## src/scs_pkg.sv

```systemverilog
// ----------------------------------------------------------------------------
// scs_pkg: shared constants and float helpers for the column sum accumulator
// Sizes, register codes, pipeline stage positions and IEEE format conversions.
// ----------------------------------------------------------------------------
package scs_pkg;

  localparam int MAX_COLUMNS = 4096;
  localparam int COL_W       = $clog2(MAX_COLUMNS);
  localparam int CCNT_W      = 13;
  localparam int BLOCK_ROWS  = 128;
  localparam int ROW_W       = $clog2(BLOCK_ROWS);

  // Result queue
  localparam int OFIFO_DEPTH = 16;
  localparam int OFIFO_AW    = $clog2(OFIFO_DEPTH);

  // Pipeline stage positions (stage 0 holds the memory read data)
  localparam int FADD_LAT   = 5;
  localparam int A_OUT_ST   = FADD_LAT;
  localparam int NP_ST      = A_OUT_ST + 1;
  localparam int NPW_ST     = NP_ST + 1;
  localparam int B_OUT_ST   = NPW_ST + FADD_LAT;
  localparam int PIPE_DEPTH = B_OUT_ST + 1;

  // Configuration register codes
  localparam int CFG_AW = 2;
  localparam logic [CFG_AW-1:0] CFG_COLUMN_COUNT     = 2'd0;
  localparam logic [CFG_AW-1:0] CFG_INPUT_IS_DOUBLE  = 2'd1;
  localparam logic [CFG_AW-1:0] CFG_OUTPUT_IS_DOUBLE = 2'd2;

  localparam logic [63:0] F64_QNAN_DEFAULT = 64'hFFF8_0000_0000_0000;
  localparam logic [63:0] F64_QUIET_BIT    = 64'h0008_0000_0000_0000;
  localparam logic [63:0] F64_NEG_ZERO     = 64'h8000_0000_0000_0000;
  localparam logic [31:0] F32_NEG_ZERO     = 32'h8000_0000;

  // Widen a float32 to float64 exactly; signaling NaNs come out quiet
  function automatic logic [63:0] f32_to_f64(input logic [31:0] f);
    logic [7:0]  e;
    logic [22:0] m;
    logic [4:0]  lz;
    logic [22:0] nm;
    logic [63:0] r;
    e  = f[30:23];
    m  = f[22:0];
    lz = 5'd0;
    for (int i = 0; i < 23; i++) begin
      if (m[i]) lz = 5'(22 - i);
    end
    nm = m << (lz + 5'd1);
    if (e == 8'hFF) begin
      r = {f[31], 11'h7FF, m, 29'd0};
      if (m != 23'd0) r = r | F64_QUIET_BIT;
    end else if (e != 8'd0) begin
      r = {f[31], 11'({3'd0, e} + 11'd896), m, 29'd0};
    end else if (m == 23'd0) begin
      r = {f[31], 63'd0};
    end else begin
      r = {f[31], 11'(11'd896 - {6'd0, lz}), nm, 29'd0};
    end
    return r;
  endfunction

  // Round a float64 to float32, nearest even; NaN keeps its top payload bits
  function automatic logic [31:0] f64_to_f32(input logic [63:0] d);
    logic               s;
    logic [10:0]        e;
    logic [51:0]        f;
    logic signed [12:0] ue;
    logic [5:0]         sh;
    logic [116:0]       t;
    logic [52:0]        q;
    logic               rnd;
    logic [30:0]        pk;
    logic [31:0]        r;
    s  = d[63];
    e  = d[62:52];
    f  = d[51:0];
    ue = $signed({2'b00, e}) - 13'sd896;
    if (ue < -13'sd30) sh = 6'd60;
    else               sh = 6'(13'sd30 - ue);
    t  = {1'b1, f, 64'd0} >> sh;
    q  = t[116:64];
    if (e == 11'h7FF) begin
      if (f != 52'd0) r = {s, 8'hFF, 1'b1, f[50:29]};
      else            r = {s, 8'hFF, 23'd0};
    end else if (e == 11'd0) begin
      r = {s, 31'd0};
    end else if (ue >= 13'sd255) begin
      r = {s, 8'hFF, 23'd0};
    end else if (ue >= 13'sd1) begin
      rnd = f[28] & ((|f[27:0]) | f[29]);
      pk  = {ue[7:0], f[51:29]} + {30'd0, rnd};
      r   = {s, pk};
    end else begin
      rnd = t[63] & ((|t[62:0]) | q[0]);
      pk  = {8'd0, q[22:0]} + {30'd0, rnd};
      r   = {s, pk};
    end
    return r;
  endfunction

endpackage

```

## src/scs_fadd64.sv

```systemverilog
// ----------------------------------------------------------------------------
// scs_fadd64: pipelined float64 adder
// Five register stages: unpack/swap, align, add, leading zero count, round.
// Round to nearest even, subnormals kept, first NaN operand wins (quieted).
// ----------------------------------------------------------------------------
module scs_fadd64 import scs_pkg::*; (
  input  logic        clk,
  input  logic [63:0] a,
  input  logic [63:0] b,
  output logic [63:0] y
);

  // Stage 1: classify, order by magnitude, pick special results
  logic        a_nan, b_nan, a_inf, b_inf, a_big;
  logic [63:0] big, sml, spec_val;
  logic [10:0] eb, es;

  always_comb begin
    a_nan = (&a[62:52]) & (|a[51:0]);
    b_nan = (&b[62:52]) & (|b[51:0]);
    a_inf = (&a[62:52]) & ~(|a[51:0]);
    b_inf = (&b[62:52]) & ~(|b[51:0]);
    a_big = a[62:0] >= b[62:0];
    big   = a_big ? a : b;
    sml   = a_big ? b : a;
    eb    = (big[62:52] == 11'd0) ? 11'd1 : big[62:52];
    es    = (sml[62:52] == 11'd0) ? 11'd1 : sml[62:52];
    priority if (a_nan)                        spec_val = a | F64_QUIET_BIT;
    else if (b_nan)                            spec_val = b | F64_QUIET_BIT;
    else if (a_inf && b_inf && a[63] != b[63]) spec_val = F64_QNAN_DEFAULT;
    else if (a_inf)                            spec_val = a;
    else                                       spec_val = b;
  end

  logic        s1_sign_r, s1_sub_r, s1_zsign_r, s1_spec_r;
  logic [10:0] s1_e_r, s1_diff_r;
  logic [52:0] s1_mb_r, s1_ms_r;
  logic [63:0] s1_sval_r;

  always_ff @(posedge clk) begin
    s1_sign_r  <= big[63];
    s1_sub_r   <= a[63] ^ b[63];
    s1_zsign_r <= a[63] & b[63];
    s1_spec_r  <= a_nan | b_nan | a_inf | b_inf;
    s1_sval_r  <= spec_val;
    s1_e_r     <= eb;
    s1_diff_r  <= eb - es;
    s1_mb_r    <= {big[62:52] != 11'd0, big[51:0]};
    s1_ms_r    <= {sml[62:52] != 11'd0, sml[51:0]};
  end

  // Stage 2: align the smaller operand, fold lost bits into a sticky bit
  logic [5:0]   dsh;
  logic [115:0] full;

  always_comb begin
    dsh  = (s1_diff_r > 11'd60) ? 6'd60 : s1_diff_r[5:0];
    full = {s1_ms_r, 63'd0} >> dsh;
  end

  logic        s2_sign_r, s2_sub_r, s2_zsign_r, s2_spec_r;
  logic [10:0] s2_e_r;
  logic [55:0] s2_ma_r, s2_mal_r;
  logic [63:0] s2_sval_r;

  always_ff @(posedge clk) begin
    s2_sign_r  <= s1_sign_r;
    s2_sub_r   <= s1_sub_r;
    s2_zsign_r <= s1_zsign_r;
    s2_spec_r  <= s1_spec_r;
    s2_sval_r  <= s1_sval_r;
    s2_e_r     <= s1_e_r;
    s2_ma_r    <= {s1_mb_r, 3'd0};
    s2_mal_r   <= {full[115:61], full[60] | (|full[59:0])};
  end

  // Stage 3: add or subtract magnitudes
  logic        s3_sign_r, s3_zsign_r, s3_spec_r;
  logic [10:0] s3_e_r;
  logic [56:0] s3_sum_r;
  logic [63:0] s3_sval_r;

  always_ff @(posedge clk) begin
    s3_sign_r  <= s2_sign_r;
    s3_zsign_r <= s2_zsign_r;
    s3_spec_r  <= s2_spec_r;
    s3_sval_r  <= s2_sval_r;
    s3_e_r     <= s2_e_r;
    if (s2_sub_r) s3_sum_r <= {1'b0, s2_ma_r} - {1'b0, s2_mal_r};
    else          s3_sum_r <= {1'b0, s2_ma_r} + {1'b0, s2_mal_r};
  end

  // Stage 4: count leading zeros, limit the shift at the subnormal boundary
  logic [5:0]  lz, lzm1, sh;
  logic [10:0] emax;
  logic [11:0] eres;

  always_comb begin
    lz = 6'd57;
    for (int i = 0; i < 57; i++) begin
      if (s3_sum_r[i]) lz = 6'(56 - i);
    end
    lzm1 = lz - 6'd1;
    emax = s3_e_r - 11'd1;
    if ({5'd0, lzm1} > emax) sh = emax[5:0];
    else                     sh = lzm1;
    if (s3_sum_r[56]) eres = {1'b0, s3_e_r} + 12'd1;
    else              eres = {1'b0, s3_e_r} - {6'd0, sh};
  end

  logic        s4_sign_r, s4_zsign_r, s4_spec_r, s4_carry_r, s4_zero_r;
  logic [5:0]  s4_sh_r;
  logic [11:0] s4_eres_r;
  logic [56:0] s4_sum_r;
  logic [63:0] s4_sval_r;

  always_ff @(posedge clk) begin
    s4_sign_r  <= s3_sign_r;
    s4_zsign_r <= s3_zsign_r;
    s4_spec_r  <= s3_spec_r;
    s4_sval_r  <= s3_sval_r;
    s4_carry_r <= s3_sum_r[56];
    s4_zero_r  <= s3_sum_r == 57'd0;
    s4_sh_r    <= sh;
    s4_eres_r  <= eres;
    s4_sum_r   <= s3_sum_r;
  end

  // Stage 5: normalize, round to nearest even, pack
  logic [56:0] shifted;
  logic [55:0] m;
  logic [10:0] ebits;
  logic        rnd;
  logic [62:0] pk;
  logic [63:0] y_nxt;

  always_comb begin
    shifted = s4_sum_r << s4_sh_r;
    if (s4_carry_r) m = {s4_sum_r[56:2], |s4_sum_r[1:0]};
    else            m = shifted[55:0];
    ebits = m[55] ? s4_eres_r[10:0] : 11'd0;
    rnd   = m[2] & (m[1] | m[0] | m[3]);
    pk    = {ebits, m[54:3]} + {62'd0, rnd};
    priority if (s4_spec_r)           y_nxt = s4_sval_r;
    else if (s4_zero_r)               y_nxt = {s4_zsign_r, 63'd0};
    else if (s4_eres_r >= 12'd2047)   y_nxt = {s4_sign_r, 11'h7FF, 52'd0};
    else                              y_nxt = {s4_sign_r, pk};
  end

  always_ff @(posedge clk) begin
    y <= y_nxt;
  end

endmodule

```

## config.mk

```make
export PLATFORM = sky130hd
export DESIGN_NAME = scs_fadd64
export DESIGN_NICKNAME = d
export VERILOG_FILES = /design/src/scs_pkg.sv /design/src/scs_fadd64.sv
export SDC_FILE = /design/constraint.sdc
export NUM_CORES = 2
export LEC_CHECK = 0
export BUFFER_PORTS_ARGS = -buffer_cell sky130_fd_sc_hd__buf_2
export CORE_ASPECT_RATIO = 0.8
export CORE_MARGIN = 2
export CORE_UTILIZATION = 50
export CTS_CLUSTER_SIZE = 28
export DETAILED_ROUTE_END_ITERATION = 12
export GPL_TIMING_DRIVEN = 0
export HOLD_SLACK_MARGIN = 0.03
export PLACE_DENSITY = 0.73
export SLEW_MARGIN = 20
export SYNTH_ARGS = -nofsm -noshare
export SYNTH_HDL_FRONTEND = slang
export SYNTH_SLANG_ARGS = --single-unit
```

## constraint.sdc

```tcl
create_clock -name clk -period 14.45 [get_ports clk]
set_clock_uncertainty 0.1 [all_clocks]
set_input_delay 3.6125 -clock clk [delete_from_list [all_inputs] [get_ports clk]]
set_output_delay 3.6125 -clock clk [all_outputs]
set_load 0.01 [all_outputs]
```

* Yosys cells after proc, flatten, opt, wreduce, memory -nomap -nowiden
Index checks and enable logic that the tools add are counted.
** Operators by class
- Add/subtract/negate cells :: 8
- Magnitude comparators :: 4
- Equality and inequality tests :: 1
- Shifts and indexed selects :: 2
- Mux-type cells :: 74
- Bitwise gates (word level) :: 15
- Reduce and logical (&&, ||, !) cells :: 14
** Operators with widths (number)
- 64-bit two-way mux :: 7
- 6-bit two-way mux :: 58
- 63-bit two-way mux :: 2
- 116-bit by 6-bit right shift with 116-bit output :: 1
- 52-bit OR reduction :: 2
- 63-bit by 1-bit adder with 63-bit output :: 1
- 63-bit greater-or-equal comparator :: 1
- 60-bit OR reduction :: 1
- 56-bit by 56-bit adder with 57-bit output :: 1
- 57-bit zero test :: 1
- 57-bit two-way mux :: 1
- 57-bit by 6-bit << shifter with 56-bit output :: 1
- 56-bit by 56-bit subtractor with 57-bit output :: 1
- 56-bit two-way mux :: 1
- 11-bit two-way mux :: 3
- 11-bit zero test :: 2
- 11-bit AND reduction :: 2
- 11-bit nonzero test :: 2
- 11-bit by 1-bit adder with 12-bit output (second input constant) :: 1
- 12-bit by 11-bit greater-or-equal comparator with 1-bit output (second input constant) :: 1
- 12-bit two-way mux :: 1
- 11-bit by 6-bit subtractor with 12-bit output :: 1
- 11-bit by 6-bit > comparator with 1-bit output (second input constant) :: 1
- 6-bit by 11-bit > comparator with 1-bit output :: 1
- 12 further kinds :: 24
** Word-level totals
- Bits in registers :: 727
- Bits of input ports :: 129
- Output and inout port bits :: 64
- Logic and storage cells :: 152

* Depth between registers and ports, before layout
- Word-level depth :: 62
- Mapped depth :: 31
- Gate-level depth less buffers :: 31

* Worst setup path before layout
No wires, ideal clock.
- Kind :: input port to flip-flop
- Start :: input port b[8]
- End :: register s1_diff_r[10]
- Setup time :: 0.072 ns
- Arrival time :: 8.092 ns
- Required time :: 14.278 ns
- Path slack :: 6.186 ns
- Stages :: 28
- Path buffers :: 3
- Cell sequence :: inv_1 ha_1 a21o_1 a21o_1 a21oi_1 nor2_1 a2111oi_0 o21ai_0 a211oi_1 o211a_1 o221ai_1 a21o_1 clkbuf_1 clkbuf_1 buf_1 mux2_2 ha_1 nor2b_1 o21ai_0 nand2b_1 and2_1 o21ai_0 nand2b_1 a21o_1 a21o_1 a21o_1 a21oi_1 xnor2_1
** On the way
- Cells in the longest elaborated chain, start to end :: 5
- Elaborated cells between the ends (all ways) :: 8
** RTL lines
- start: declaration :: line scs_fadd64.sv:9 : input logic [63:0] b,
- 63-bit greater-or-equal comparator * :: line scs_fadd64.sv:23 : a_big = a[62:0] >= b[62:0];
- 64-bit two-way mux * :: line scs_fadd64.sv:24 : big = a_big ? a : b;
- 11-bit zero test :: line scs_fadd64.sv:26 : eb = (big[62:52] == 11'd0) ? 11'd1 : big[62:52];
- 11-bit two-way mux * :: line scs_fadd64.sv:26
- via eb[2] :: line scs_fadd64.sv:16 : logic [10:0] eb, es;
- 11-bit subtractor * :: line scs_fadd64.sv:47 : s1_diff_r <= eb - es;
- end signal: assignment :: line scs_fadd64.sv:47
- end: declaration :: line scs_fadd64.sv:36 : logic [10:0] s1_e_r, s1_diff_r;
Mark *: on every way through the listed nets, which the timed path passes. The rest lies on a longest branch.
A chain may end at the register's enable or synchronous reset.

* Worst setup path in the final report
- Start :: input port b[24]
- End :: register s1_diff_r[9]
The elaborated chain is that of the path after synthesis.

==> flow_summary.yaml <==
detailed_routing:
  vias: 35200
  viasPerCell: 6.49
  drt_iter0_markers: 4775
  drcViolationCount: 0
  first_pass_iters: 6
  routedWlPerCell_um: 29.4
  routed_wl_um: 160000
  ant_nets: 0
clock_tree:
  clock_latency_ps: 640
  postCtsSetupBuffers: 0
  h-tree-depth: 3
  cts-buffers-inserted: 68
  postCtsHoldBufs: 0
  cts_tree: "yes"
  cts_sinks: 726
  clockRootBuffer: "clkbuf_16"
  ctsResizeCount: 0
  clk_pin_slew_ps: 60
  clockBufferDepth: 3
synthesis:
  yosysWarnings: 0
  syn_area_um2: 38400
  postSynthNetCount: 4430
  synthDistinctLibCells: 108
  synthTopCellsByCount: "dfxtp_1 (726), nor2_1 (316), nand2_1 (298), a21oi_1 (242), inv_1 (218)"
  avgSynthCellArea_um2: 9.37
  yosys.area.top_type: "dfxtp_1"
  yosysMostFrequentCell: "dfxtp_1"
  synth-main-ff-cell: "dfxtp_1"
  async_reset_ff_share_pct: 0
  synth.ff_latch_count: 726
  synthCells: 4096
  ys_seq_area_share_pct: 37.9
  synth-edff-count: 0
  ys_top_cells_by_area: "dfxtp_1 (38%), ha_1 (6.6%), mux2_2 (5.7%)"
  yosysTopAreaCellShare_pct: 37.9
timing:
  drv_slew: 0
  period_needed_ps: 9560
  setup_ws_ps: 4890
  setup_viol: 0
  worst_pin_slew_ps: 1220
  max_slew_margin_pct: 17.8
  setup_tns_ps: 0
  hold_violations: 0
  max_freq_ghz: 0.105
  period_share_pct: 66.1
  rsz0062_at_grt: "no"
power_and_ir_drop:
  power_frac_comb_pct: 43.3
  p_leak_nw: 17.8
  sw_frac_of_total_pct: 41.7
  p_switching_w: 0.00336
  pwr-share-clk_pct: 23.6
  powerDensity_nw_per_um2: 187
  power.internal_w: 0.00470
  ir_drop_uv: 108
  p_seq_share_pct: 33.0
finish:
  drive_gt1_share_pct: 15.6
  fin_cells: 5423
  fin_nets: 4693
  area_delta_synth_final_pct: 12.3
  utilization_pct: 56.9
  stdcell_area_um2: 43100
worst_setup_path:
  crit_fanout: 10
  slowest_stage: "buf_1"
  path_buf_inv: 5
  critPathRequiredTime_ps: 14910
  cp_slowest_stage_delay_ps: 600
  worst-setup-path-type: "input port to flop"
  critical_path.startpoint: "b[24]"
  crit_top_cell: "a21o_1"
  r2r_slack_ps: 6720
  cp.arrival_ps: 10020
  critPathTopFamily: "compound AO/OA/AOI/OAI gates"
  start_kind: "input port"
  r2r-start: "s3_sum_r[41]$_DFF_P_"
  end_kind: "flop"
global_routing:
  grt_util_all_layers_pct: 39.1
  grt-ovfl-total: 0
  grt_max_degree: 17
  grt_pass1_wl_um: 226000
  antenna_found_initial: 25
  grt_pass1_vias: 32900
place:
  dpl_worst_slack_ps: 4550
  portBuffers: 192
  dp_cells: 5301
  gp_congestion: 1.09
  dp_hpwl_um: 126000
  place_area_um2: 40600
floorplan:
  die_w_um: 314
  num_rows: 90
  die_area_um2: 79000
  die_h_um: 252
  io_pins: 193
  start_util_pct: 50.7
  core_um2: 75700
hold_path:
  worstHoldStart: "s1_sval_r[10]$_DFF_P_"
  hp-class: "flop to flop"
run_status:
  status: "finished clean"
run:
  cap_violations: 0
## per-stage QoR
stage	power [W]	hold slack, ps
6_report	0.00806	207
3_5_place_dp	0.00600	212
2_1_floorplan	0.00469	210
4_1_cts	0.00791	211
3_3_place_gp	0.00601	210
5_1_grt	0.00829	214
## worst paths after layout
path                                 to  cells after the start
setup / recovery   s1_diff_r[9]$_DFF_P_                     29
hold / removal    s2_sval_r[10]$_DFF_P_                      0
setup reg to reg  s4_eres_r[11]$_DFF_P_                     27
hold reg to reg   s2_sval_r[10]$_DFF_P_                      0
## metal layers
layer	vias up	GRT usage (%)	wire length, um
li1	15500	-	-
met3	483	9.93	18200
met5	-	0	88
met2	2368	59.6	68000
met4	10	21.5	10400
met1	16800	50.7	62900
## flip-flops by register name, summed over array words and instances, names as in the netlist, 6 cells and up
| signal | count |
|---|---|
| s1_e_r | 11 |
| s2_mal_r | 56 |
| s4_eres_r | 12 |
| s2_sval_r | 64 |
| s1_mb_r | 53 |
| s3_e_r | 11 |
| s4_sval_r | 64 |
| y | 64 |
| s1_sval_r | 64 |
| s2_e_r | 11 |
| s3_sum_r | 57 |
| s4_sum_r | 56 |
| s1_ms_r | 53 |
| s3_sval_r | 64 |
| s4_sh_r | 6 |
| s1_diff_r | 11 |
| s2_ma_r | 53 |
## layout make-up
type,instances,area (um^2)
Antenna cell,5,12.5
Buffer,223,1100
Clock buffer,85,1850
Clock inverter,32,601
Fill cell,6820,32600
Inverter,222,833
Multi-Input combinational cell,2925,21900
Sequential cell,726,14500
Tap cell,1012,1270
Timing Repair Buffer,193,968
## cell families after synthesis
family                     synth area share, %
and+or+nand+nor                           14.6
AOI/OAI and AO/OA                         17.6
DFF                                       37.9
muxes                                     15.1
buffers and inverters                     5.03
adders and majority gates                 6.74
xor gates and xnor gates                  3.08
## placed cells by master (no fill, tap or decap), types with 20 or more instances in the layout
master,count
a211oi_1,25
nand4_1,51
a31oi_1,35
dfxtp_1,726
buf_1,26
o211ai_1,28
o21ai_0,181
xnor2_1,84
nand2b_1,40
or3_1,27
nand2_1,298
o21a_1,20
buf_2,212
nor4_1,78
xor2_1,51
ha_1,202
clkbuf_16,68
mux2i_1,193
o31ai_1,34
nor2b_1,37
a21oi_1,242
o21bai_1,27
clkbuf_1,156
a21o_1,70
and2_1,21
a22o_1,75
inv_1,218
a22oi_1,27
mux4_2,74
nand3_1,62
nor3_1,90
mux2_2,194
nor2_1,316
o22ai_1,30
## power groups by stage
stage	combinational (W)	sequential, W	clock (W)
5_1_grt	0.00361	0.00267	0.00201
2_1_floorplan	0.00214	0.00255	0
3_5_place_dp	0.00333	0.00268	0
3_3_place_gp	0.00334	0.00267	0
6_report	0.00349	0.00266	0.00191
4_1_cts	0.00335	0.00264	0.00193
Power figures use the tool's default switching activity.
